<file path="config.mk">
export PLATFORM = sky130hd
export DESIGN_NAME = recent_key_history_list
export DESIGN_NICKNAME = d
export VERILOG_FILES = /design/src/hw/rtl/rkh_pkg.sv /design/src/hw/rtl/rkh_cell.sv /design/src/hw/rtl/recent_key_history_list.sv
export SDC_FILE = /design/constraint.sdc
export NUM_CORES = 1
export LEC_CHECK = 0
export BUFFER_PORTS_ARGS = -buffer_cell sky130_fd_sc_hd__buf_2
export CAP_MARGIN = 20
export CORE_UTILIZATION = 45
export DETAILED_ROUTE_END_ITERATION = 8
export PLACE_DENSITY_LB_ADDON = 0.25
export SYNTH_ARGS = -nofsm -noshare
export SYNTH_HDL_FRONTEND = slang
export SYNTH_HIERARCHICAL = 1
export SYNTH_SLANG_ARGS = --single-unit
</file>
<file path="constraint.sdc">
create_clock -name clk -period 4.4 [get_ports clk]
set_input_delay 0.44 -clock clk [delete_from_list [all_inputs] [get_ports clk]]
set_output_delay 0.44 -clock clk [all_outputs]
set_load 0.01 [all_outputs]
</file>
<file path="src/hw/rtl/rkh_pkg.sv">
`timescale 1ns / 1ps
// ----------------------------------------------------------------------------
// rkh_pkg
// Shared types and constants for the recent key history list.
// ----------------------------------------------------------------------------
package rkh_pkg;

	localparam int DEPTH_DEF = 8;

	localparam int KIND_W     = 2;
	localparam int KEY_W      = 32;
	localparam int POSITION_W = 3;
	localparam int COUNT_W    = 4;

	typedef enum logic [KIND_W-1:0] {
		KIND_INSERT = 2'd0,
		KIND_REMOVE = 2'd1,
		KIND_CLEAR  = 2'd2
	} kind_t;

	// commands broadcast from the controller to every cell
	typedef struct packed {
		logic shift_down;
		logic shift_up;
	} cell_ctl_t;

endpackage

</file>
<file path="src/hw/rtl/rkh_cell.sv">
`timescale 1ns / 1ps
// ----------------------------------------------------------------------------
// rkh_cell
// One list position: holds a key, compares it against the search key when
// the search token passes, and moves data to or from its neighbors.
// ----------------------------------------------------------------------------
module rkh_cell
	import rkh_pkg::*;
#(
	parameter int IDX = 0,
	parameter int CW  = 4,
	parameter int PW  = 3
) (
	input  logic                    clk,
	input  logic                    arst_n,
	input  cell_ctl_t               ctl,
	input  logic signed [KEY_W-1:0] cmp_key,
	input  logic [CW-1:0]           count,
	input  logic signed [KEY_W-1:0] prev_entry,
	input  logic signed [KEY_W-1:0] next_entry,
	output logic signed [KEY_W-1:0] entry,
	input  logic                    tok_in,
	input  logic                    fnd_in,
	input  logic [PW-1:0]           pos_in,
	output logic                    tok_out,
	output logic                    fnd_out,
	output logic [PW-1:0]           pos_out
);

	logic signed [KEY_W-1:0] entry_q;
	logic                    tok_q;
	logic                    fnd_q;
	logic                    sh_q;
	logic [PW-1:0]           pos_q;
	logic                    hit;

	// only positions below the count hold live keys
	assign hit = (CW'(IDX) < count) && (entry_q == cmp_key);

	always_ff @(posedge clk) begin
		if (ctl.shift_down) begin
			entry_q <= prev_entry;
		end else if (ctl.shift_up && sh_q) begin
			entry_q <= next_entry;
		end
	end

	always_ff @(posedge clk or negedge arst_n) begin
		if (!arst_n) begin
			tok_q <= 1'b0;
			fnd_q <= 1'b0;
			sh_q  <= 1'b0;
		end else begin
			tok_q <= tok_in;
			if (tok_in) begin
				fnd_q <= fnd_in | hit;
				// this cell and all behind the first match close the gap
				sh_q  <= fnd_in | hit;
			end
		end
	end

	// hold the first match position, else claim this one
	always_ff @(posedge clk) begin
		if (tok_in) begin
			pos_q <= fnd_in ? pos_in : PW'(IDX);
		end
	end

	assign entry   = entry_q;
	assign tok_out = tok_q;
	assign fnd_out = fnd_q;
	assign pos_out = pos_q;

endmodule

</file>
<file path="src/hw/rtl/recent_key_history_list.sv">
`timescale 1ns / 1ps
// ----------------------------------------------------------------------------
// recent_key_history_list
// Ordered key history, newest at position 0, built as a row of cells.
// ----------------------------------------------------------------------------
// Insert, clear and the unused kind code act on the list when the beat is
// taken, and the result is registered and shown in the cycle after. A remove
// sends a search token down the row of cells, one cell per cycle, through the
// start flag and then each cell's token register in order, before the result
// registers take the outcome; no new beat is taken while the token walks.
// A new beat can be taken in the same cycle as the pending result. Insert into a
// full list drops the oldest key and flags it.
// ----------------------------------------------------------------------------
module recent_key_history_list
	import rkh_pkg::*;
#(
	parameter int DEPTH = DEPTH_DEF
) (
	input  logic                    clk,
	input  logic                    arst_n,
	input  logic                    in_valid,
	output logic                    in_ready,
	input  logic [KIND_W-1:0]       kind,
	input  logic signed [KEY_W-1:0] key,
	output logic                    out_valid,
	input  logic                    out_ready,
	output logic                    found,
	output logic [POSITION_W-1:0]   position,
	output logic                    dropped,
	output logic [COUNT_W-1:0]      count
);

	localparam int CW = $clog2(DEPTH + 1);
	localparam int PW = $clog2(DEPTH);

	typedef enum logic [2:0] {
		ST_IDLE = 3'b001,
		ST_WALK = 3'b010,
		ST_RESP = 3'b100
	} state_t;

	state_t                  state_q;
	logic [CW-1:0]           cnt_q;
	logic signed [KEY_W-1:0] key_q;
	logic                    start_q;
	logic                    out_valid_q;
	logic                    found_q;
	logic [POSITION_W-1:0]   position_q;
	logic                    dropped_q;
	logic [COUNT_W-1:0]      count_q;

	logic                    accept;
	logic                    full;
	logic                    walk_done;
	cell_ctl_t               ctl;
	logic [CW-1:0]           cnt_next;
	logic [CW+COUNT_W-1:0]   cnt_ext;
	logic [PW+POSITION_W-1:0] pos_ext;

	logic signed [KEY_W-1:0] entry_w [DEPTH];
	logic [DEPTH-1:0]        tok_w;
	logic [DEPTH-1:0]        fnd_w;
	logic [PW-1:0]           pos_w [DEPTH];

	assign in_ready  = (state_q == ST_IDLE) || ((state_q == ST_RESP) && out_ready);
	assign accept    = in_valid && in_ready;
	assign full      = (cnt_q == CW'(DEPTH));
	assign walk_done = (state_q == ST_WALK) && tok_w[DEPTH-1];

	assign ctl.shift_down = accept && (kind == KIND_INSERT);
	assign ctl.shift_up   = walk_done && fnd_w[DEPTH-1];

	always_comb begin
		cnt_next = cnt_q;
		if (accept) begin
			case (kind)
				KIND_INSERT: cnt_next = full ? cnt_q : cnt_q + CW'(1);
				KIND_CLEAR:  cnt_next = '0;
				default:     cnt_next = cnt_q;
			endcase
		end else if (ctl.shift_up) begin
			cnt_next = cnt_q - CW'(1);
		end
	end

	assign cnt_ext = {{COUNT_W{1'b0}}, cnt_next};
	assign pos_ext = {{POSITION_W{1'b0}}, pos_w[DEPTH-1]};

	genvar i;
	generate
		for (i = 0; i < DEPTH; i++) begin : g_cell
			rkh_cell #(
				.IDX (i),
				.CW  (CW),
				.PW  (PW)
			) u_cell (
				.clk        (clk),
				.arst_n     (arst_n),
				.ctl        (ctl),
				.cmp_key    (key_q),
				.count      (cnt_q),
				.prev_entry ((i == 0) ? key : entry_w[(i == 0) ? 0 : i-1]),
				.next_entry (entry_w[(i == DEPTH-1) ? i : i+1]),
				.entry      (entry_w[i]),
				.tok_in     ((i == 0) ? start_q : tok_w[(i == 0) ? 0 : i-1]),
				.fnd_in     ((i == 0) ? 1'b0 : fnd_w[(i == 0) ? 0 : i-1]),
				.pos_in     ((i == 0) ? PW'(0) : pos_w[(i == 0) ? 0 : i-1]),
				.tok_out    (tok_w[i]),
				.fnd_out    (fnd_w[i]),
				.pos_out    (pos_w[i])
			);
		end
	endgenerate

	always_ff @(posedge clk or negedge arst_n) begin
		if (!arst_n) begin
			state_q     <= ST_IDLE;
			cnt_q       <= '0;
			start_q     <= 1'b0;
			out_valid_q <= 1'b0;
		end else begin
			cnt_q   <= cnt_next;
			start_q <= accept && (kind == KIND_REMOVE);
			unique case (state_q) inside
				ST_IDLE, ST_RESP: begin
					if (accept) begin
						if (kind == KIND_REMOVE) begin
							state_q     <= ST_WALK;
							out_valid_q <= 1'b0;
						end else begin
							state_q     <= ST_RESP;
							out_valid_q <= 1'b1;
						end
					end else if (state_q == ST_RESP && out_ready) begin
						state_q     <= ST_IDLE;
						out_valid_q <= 1'b0;
					end
				end
				ST_WALK: begin
					if (walk_done) begin
						state_q     <= ST_RESP;
						out_valid_q <= 1'b1;
					end
				end
				default: begin
					state_q     <= ST_IDLE;
					out_valid_q <= 1'b0;
				end
			endcase
		end
	end

	// result payload
	always_ff @(posedge clk) begin
		if (accept) begin
			key_q      <= key;
			found_q    <= 1'b0;
			position_q <= '0;
			dropped_q  <= (kind == KIND_INSERT) && full;
			count_q    <= cnt_ext[COUNT_W-1:0];
		end else if (walk_done) begin
			found_q    <= fnd_w[DEPTH-1];
			position_q <= fnd_w[DEPTH-1] ? pos_ext[POSITION_W-1:0] : '0;
			dropped_q  <= 1'b0;
			count_q    <= cnt_ext[COUNT_W-1:0];
		end
	end

	assign out_valid = out_valid_q;
	assign found     = found_q;
	assign position  = position_q;
	assign dropped   = dropped_q;
	assign count     = count_q;

	a_cnt_bound: assert property (@(posedge clk) disable iff (!arst_n)
		cnt_q <= CW'(DEPTH))
		else $error("entry count above depth");

	a_tok_single: assert property (@(posedge clk) disable iff (!arst_n)
		$onehot0({tok_w, start_q}))
		else $error("more than one search token in the chain");

	a_full_drop: assert property (@(posedge clk) disable iff (!arst_n)
		(accept && kind == KIND_INSERT && full) |=> (out_valid && dropped))
		else $error("insert into full list did not flag a drop");

	a_walk_blocks: assert property (@(posedge clk) disable iff (!arst_n)
		(accept && kind == KIND_REMOVE) |=> (!out_valid && !in_ready))
		else $error("remove result shown before the search walk");

endmodule
</file>
* Word-level counts from Yosys, hierarchy flattened
Index checks and enable logic that the tools add are counted.
** Operators by class
- Muxes and demuxes :: 33
- $mul :: 0
- Bitwise gates (word level) :: 7
- Add/sub/neg operators :: 2
- Equal/unequal tests :: 16
- Reductions and logical operators :: 34
- Shifts and indexed selects :: 0
- Divide/modulo/power cells :: 0
- $lt $le $gt $ge :: 8
** Operators with widths (count)
- 2-to-1 mux 32 bit :: 14
- == test 32 bit :: 8
- logical AND 1 bit :: 22
- 2-to-1 mux 4 bit :: 5
- less-than comparator 3 x 4 -> 1 bit (first input constant) :: 4
- nonzero test 2 bit :: 8
- 2-to-1 mux 3 bit :: 5
- less-than comparator 1 x 4 -> 1 bit (first input constant) :: 2
- less-than comparator 2 x 4 -> 1 bit (first input constant) :: 2
- case mux 4 bit (2 select lines) :: 1
- OR 1 bit :: 7
- 2-to-1 mux 1 bit :: 6
- case mux 3 bit (2 select lines) :: 1
- adder 4 x 1 -> 4 bit (second input constant) :: 1
- == test 4 bit (second input constant) :: 1
- subtractor 4 x 1 -> 4 bit (second input constant) :: 1
- == test 3 x 1 -> 1 bit (second input constant) :: 1
- == test 3 x 2 -> 1 bit (second input constant) :: 1
- == test 3 bit (second input constant) :: 1
- inequality test 3 bit (second input constant) :: 1
- == test 2 x 1 -> 1 bit (second input constant) :: 1
- == test 2 bit (second input constant) :: 1
- zero test 2 bit :: 1
- inequality test 2 bit (second input constant) :: 1
- other kinds (4) :: 4
** Word-level totals
- RAM bits :: 0
- Word-level logic and storage cells :: 140
- Latch bits :: 0
- Output and inout bits :: 11
- Memories :: 0
- Register bits :: 339
- Bits in read-only memories :: 0

* Longest topological paths before layout
- Depth after elaboration :: 7
- Mapped depth :: 7
- Depth with buffers taken out :: 6

* Cells and area by module
The synthesis kept the hierarchy.
** By module, submodules not included
- rkh_cell (g_cell[0].u_cell ...) :: cells an instance 124, area an instance 1885.6 um2, instances 2
- rkh_cell (g_cell[1].u_cell) :: cells an instance 123, area an instance 1884.3 um2, instances 1
- rkh_cell (g_cell[4].u_cell) :: cells an instance 125, area an instance 1883.1 um2, instances 1
- rkh_cell (g_cell[6].u_cell) :: cells an instance 124, area an instance 1879.3 um2, instances 1
- rkh_cell (g_cell[2].u_cell) :: cells an instance 123, area an instance 1878.1 um2, instances 1
- rkh_cell (g_cell[5].u_cell) :: cells an instance 123, area an instance 1875.5 um2, instances 1
- rkh_cell (g_cell[3].u_cell) :: cells an instance 123, area an instance 1874.3 um2, instances 1
- recent_key_history_list :: cells an instance 116, area an instance 1873.0 um2, instances 1

* Worst setup path after synthesis
Ideal clock, no wire load.
- Path kind :: reg2reg
- Start :: register state_q[2]
- End :: register g_cell[1].u_cell.entry_q[0] (enable)
- Path buffers :: 3
- Data required time :: 4012 ps
- Arrival time :: 2722 ps
- Path slack :: 1290 ps
- Setup time :: 388 ps
- Clock period less this slack :: 3110 ps
- Stages on the path, launching flop included :: 8
- Path through :: dfrtp_1 buf_6 nand2b_1 a21bo_4 nor3_1 clkbuf_1 clkbuf_1 a21o_1
** RTL lines
- from (decl) :: RTL line recent_key_history_list.sv:42 : state_t state_q;
- from (signal assigned) :: RTL line recent_key_history_list.sv:117 : state_q <= ST_IDLE;
- from (signal assigned) :: RTL line recent_key_history_list.sv:128 : state_q <= ST_WALK;
- from (signal assigned) :: RTL line recent_key_history_list.sv:131 : state_q <= ST_RESP;
- to (signal assigned) :: RTL line rkh_cell.sv:42 : entry_q <= prev_entry;
- to (signal assigned) :: RTL line rkh_cell.sv:44 : entry_q <= next_entry;
- to (decl) :: RTL line rkh_cell.sv:30 : logic signed [KEY_W-1:0] entry_q;

==> results.toml <==
[logic_synthesis]
synth_top_area_share_pct = 56.3
synth.largest_area_cell = "edfxtp_1"
ys.flop_type = "edfxtp_1"
synthTopCellsByArea = "edfxtp_1 56%, mux2_2 17%, xnor2_1 7.6%, xor2_1 5.7%, dfrtp_1 3.4%"
syn_inst = 1105
netlist_area_um2 = 16900
synth_seq_cells = 345
postSynth.asyncResetShare_pct = 6.96
avgSynthCellArea_um2 = 15.3
yosysWarnings = 6
synth.distinct_cells = 54
synth_edf_count = 317
seq_area_frac_synth_pct = 60.3

[clock_tree]
cts.htree.levels = 2
clk_path_buf_depth = 3
cts_made_buffers = 38
clk_pin_slew_ns = 0.06
clk_latency_ns = 0.54
cts_resized = 0
root_buffer = "clkbuf_16"
cts_tree = "done"
clock-sinks = 345

[final_layout]
mostFrequentLayoutCell = "edfxtp_1"
nNetsFinal = 1217
drive_gt1_share_pct = 31.7
design_area_um2 = 18900
antenna_cells = 0
synthToLayoutAreaGrowth_pct = 11.7
final_cell_mix = "317 x edfxtp_1, 253 x mux2_2, 146 x xnor2_1, 111 x xor2_1, 48 x buf_2"

[global_routing]
grt_pass1_wl_mm = 65.7
grtUsageTotal_pct = 23.7
overflow = 0
first_global_vias = 9544
antenna_found_initial = 0
grt_start_max_net_pins = 146

[floorplanning]
coreArea_um2 = 36800
io_pins = 49
dieArea_um2 = 38400
die_h_um = 196
initial_core_util_pct = 46.0
std_cell_rows = 70
die_w_um = 196

[critical_path]
timing.rr.end = "g_cell[5].u_cell/entry[16]"
path_class = "flop to flop"
crit_arrival_ns = 2.98
required_ns = 4.56
crit_path_start = "state_q[0]"
worstRegToRegCells = 7
cp-endpoint = "g_cell[5].u_cell/entry[16]"
crit-reg2reg-launch = "state_q[0]"
cp-end-kind = "flop"
crit_fanout = 43
r2r_setup_slack_ns = 1.59
cp-start-kind = "flop"

[timing]
fmax_mhz = 355
hold-worst-slack_ns = 0.0842
clock_skew_ns = 0.0221
fin_crit_ns = 2.81
finalHoldViolCount = 0
period_share_pct = 64.0
timing.slew.headroom_pct = 34.4
final.setup.worst_slack_ns = 1.59
rsz0062_at_grt = "no"
worstMarginPinSlew_ns = 0.983
slew_violations = 0
fin_tns_setup_ns = 0
setup_viol = 0

[place]
gp_congestion = 0.892
hpwlAfterDp_mm = 32.2
postPlaceCellArea_um2 = 17700
io_buffer_count = 48
post-place-ws_ns = 1.55

[route]
route.detailed.drc = 0
avgRoutedWirePerCell_um = 26.9
vias = 9672
final_antenna_net_count = 0
via_per_inst = 5.79
firstDrtPassIters = 5
first_iter_violations = 939
drt-total-wl_mm = 44.9

[pwr]
netSwitchingFraction_pct = 29.9
pwr_density_cell_nw_per_um2 = 499
p_sw_uw = 2820
seqPwrFrac_pct = 49.5
finalPower_uw = 9430
p_leak_uw = 0.00622
power.share.clock_pct = 32.3
pwr-share-comb_pct = 18.2
ir_worst_vdd_uv = 309
p_int_uw = 6610

[hold_path]
hold_path_class = "input pin to flop"

[outcome]
status = "completed"

[job]
maxCapViolations = 0
==> flip-flops by register name (all words and copies together) (netlist names) <==
register,flops
g_cell.u_cell/entry,256
key_q,32
g_cell.u_cell/pos_out,24
g_cell.u_cell/fnd_out,8
g_cell.u_cell/tok_out,8
cnt_q,4
count,4
position,3
state_q,3
dropped,1
found,1
start_q,1
==> power groups by stage <==
stage | logic (uW) | clock network [uW] | registers (uW)
after floorplan | 1210 | 0 | 4480
after global placement | 1670 | 0 | 4720
after detailed placement | 1680 | 0 | 4740
after CTS | 1700 | 3110 | 4670
after global routing | 1820 | 3250 | 4710
final | 1720 | 3050 | 4670
==> worst min path at each step <==
stage | to | cells past startpoint | slack (ns) | startpoint
final | key_q[25] | 1 | 0.08 | key[25]
after global routing | key_q[25] | 1 | 0.08 | key[25]
after CTS | key_q[25] | 1 | 0.07 | key[25]
after detailed placement | found | 1 | 0.44 | found
after global placement | found | 1 | 0.43 | found
after floorplan | cnt_q[0] | 0 | 0.14 | arst_n
==> metal layers <==
metal	vias to the layer above	wire length (um)	global-route usage [%]
met5	-	0	0
li1	4303	-	-
met1	4961	19300	34.2
met3	47	3580	3.71
met4	0	875	6.34
met2	361	21200	37.3
==> Yosys cell counts (all sizes together), types with 10 or more instances <==
master and count:
mux2 256, o21ai 11, edfxtp 317, buf 28, nand4 39, nand2b 14, mux2i 14, xor2 111
inv 10, and2 12, xnor2 146, dfrtp 23, nor4 34
==> worst max-delay path, stage by stage (launching register included) <==
cell      delay [ns]
dfstp_2         0.59
nand2b_1        0.10
a21bo_4         0.26
nor3_2          0.10
buf_4           0.24
buf_4           0.50
a21o_1          0.14
buf_4           0.46
==> kinds of logic (layout without fill, tap and decap cells) <==
logic type               after synthesis  after routing  synth area share [%]
flip-flops                           345            345                  60.3
multiplexers                         270            270                  17.9
XOR/XNOR                             257            257                  13.3
AND/OR/NAND/NOR                      139            139                  5.08
AO/OA/AOI/OAI                         46             46                  2.04
buffers and inverters                 45            137                  1.24
adder cells (fa/ha/maj)                2              2                 0.148
other                                  1              7                0.0222
==> layout make-up <==
cell class	instances	area, um^2
clock buffers	52	1080
repair buffers	61	365
clock inverters	14	91.3
well taps	468	586
inverters	10	37.5
multi-input cells	721	6540
flip-flops and latches	345	10200
fillers	3149	17900
==> stage by stage <==
step                cells  utilization (%)
floorplan            1111                -
global placement     1604             48.2
global route         1671             51.4
CTS                  1671             51.4
detailed placement   1604             48.2
finish               1671             51.4
==> what timing repair did <==
item,CTS,global route
setup buffers,0,0
hold buffers,1,0
hold endpoints to repair,23,0
No activity file was read; power rests on OpenSTA's default activity.
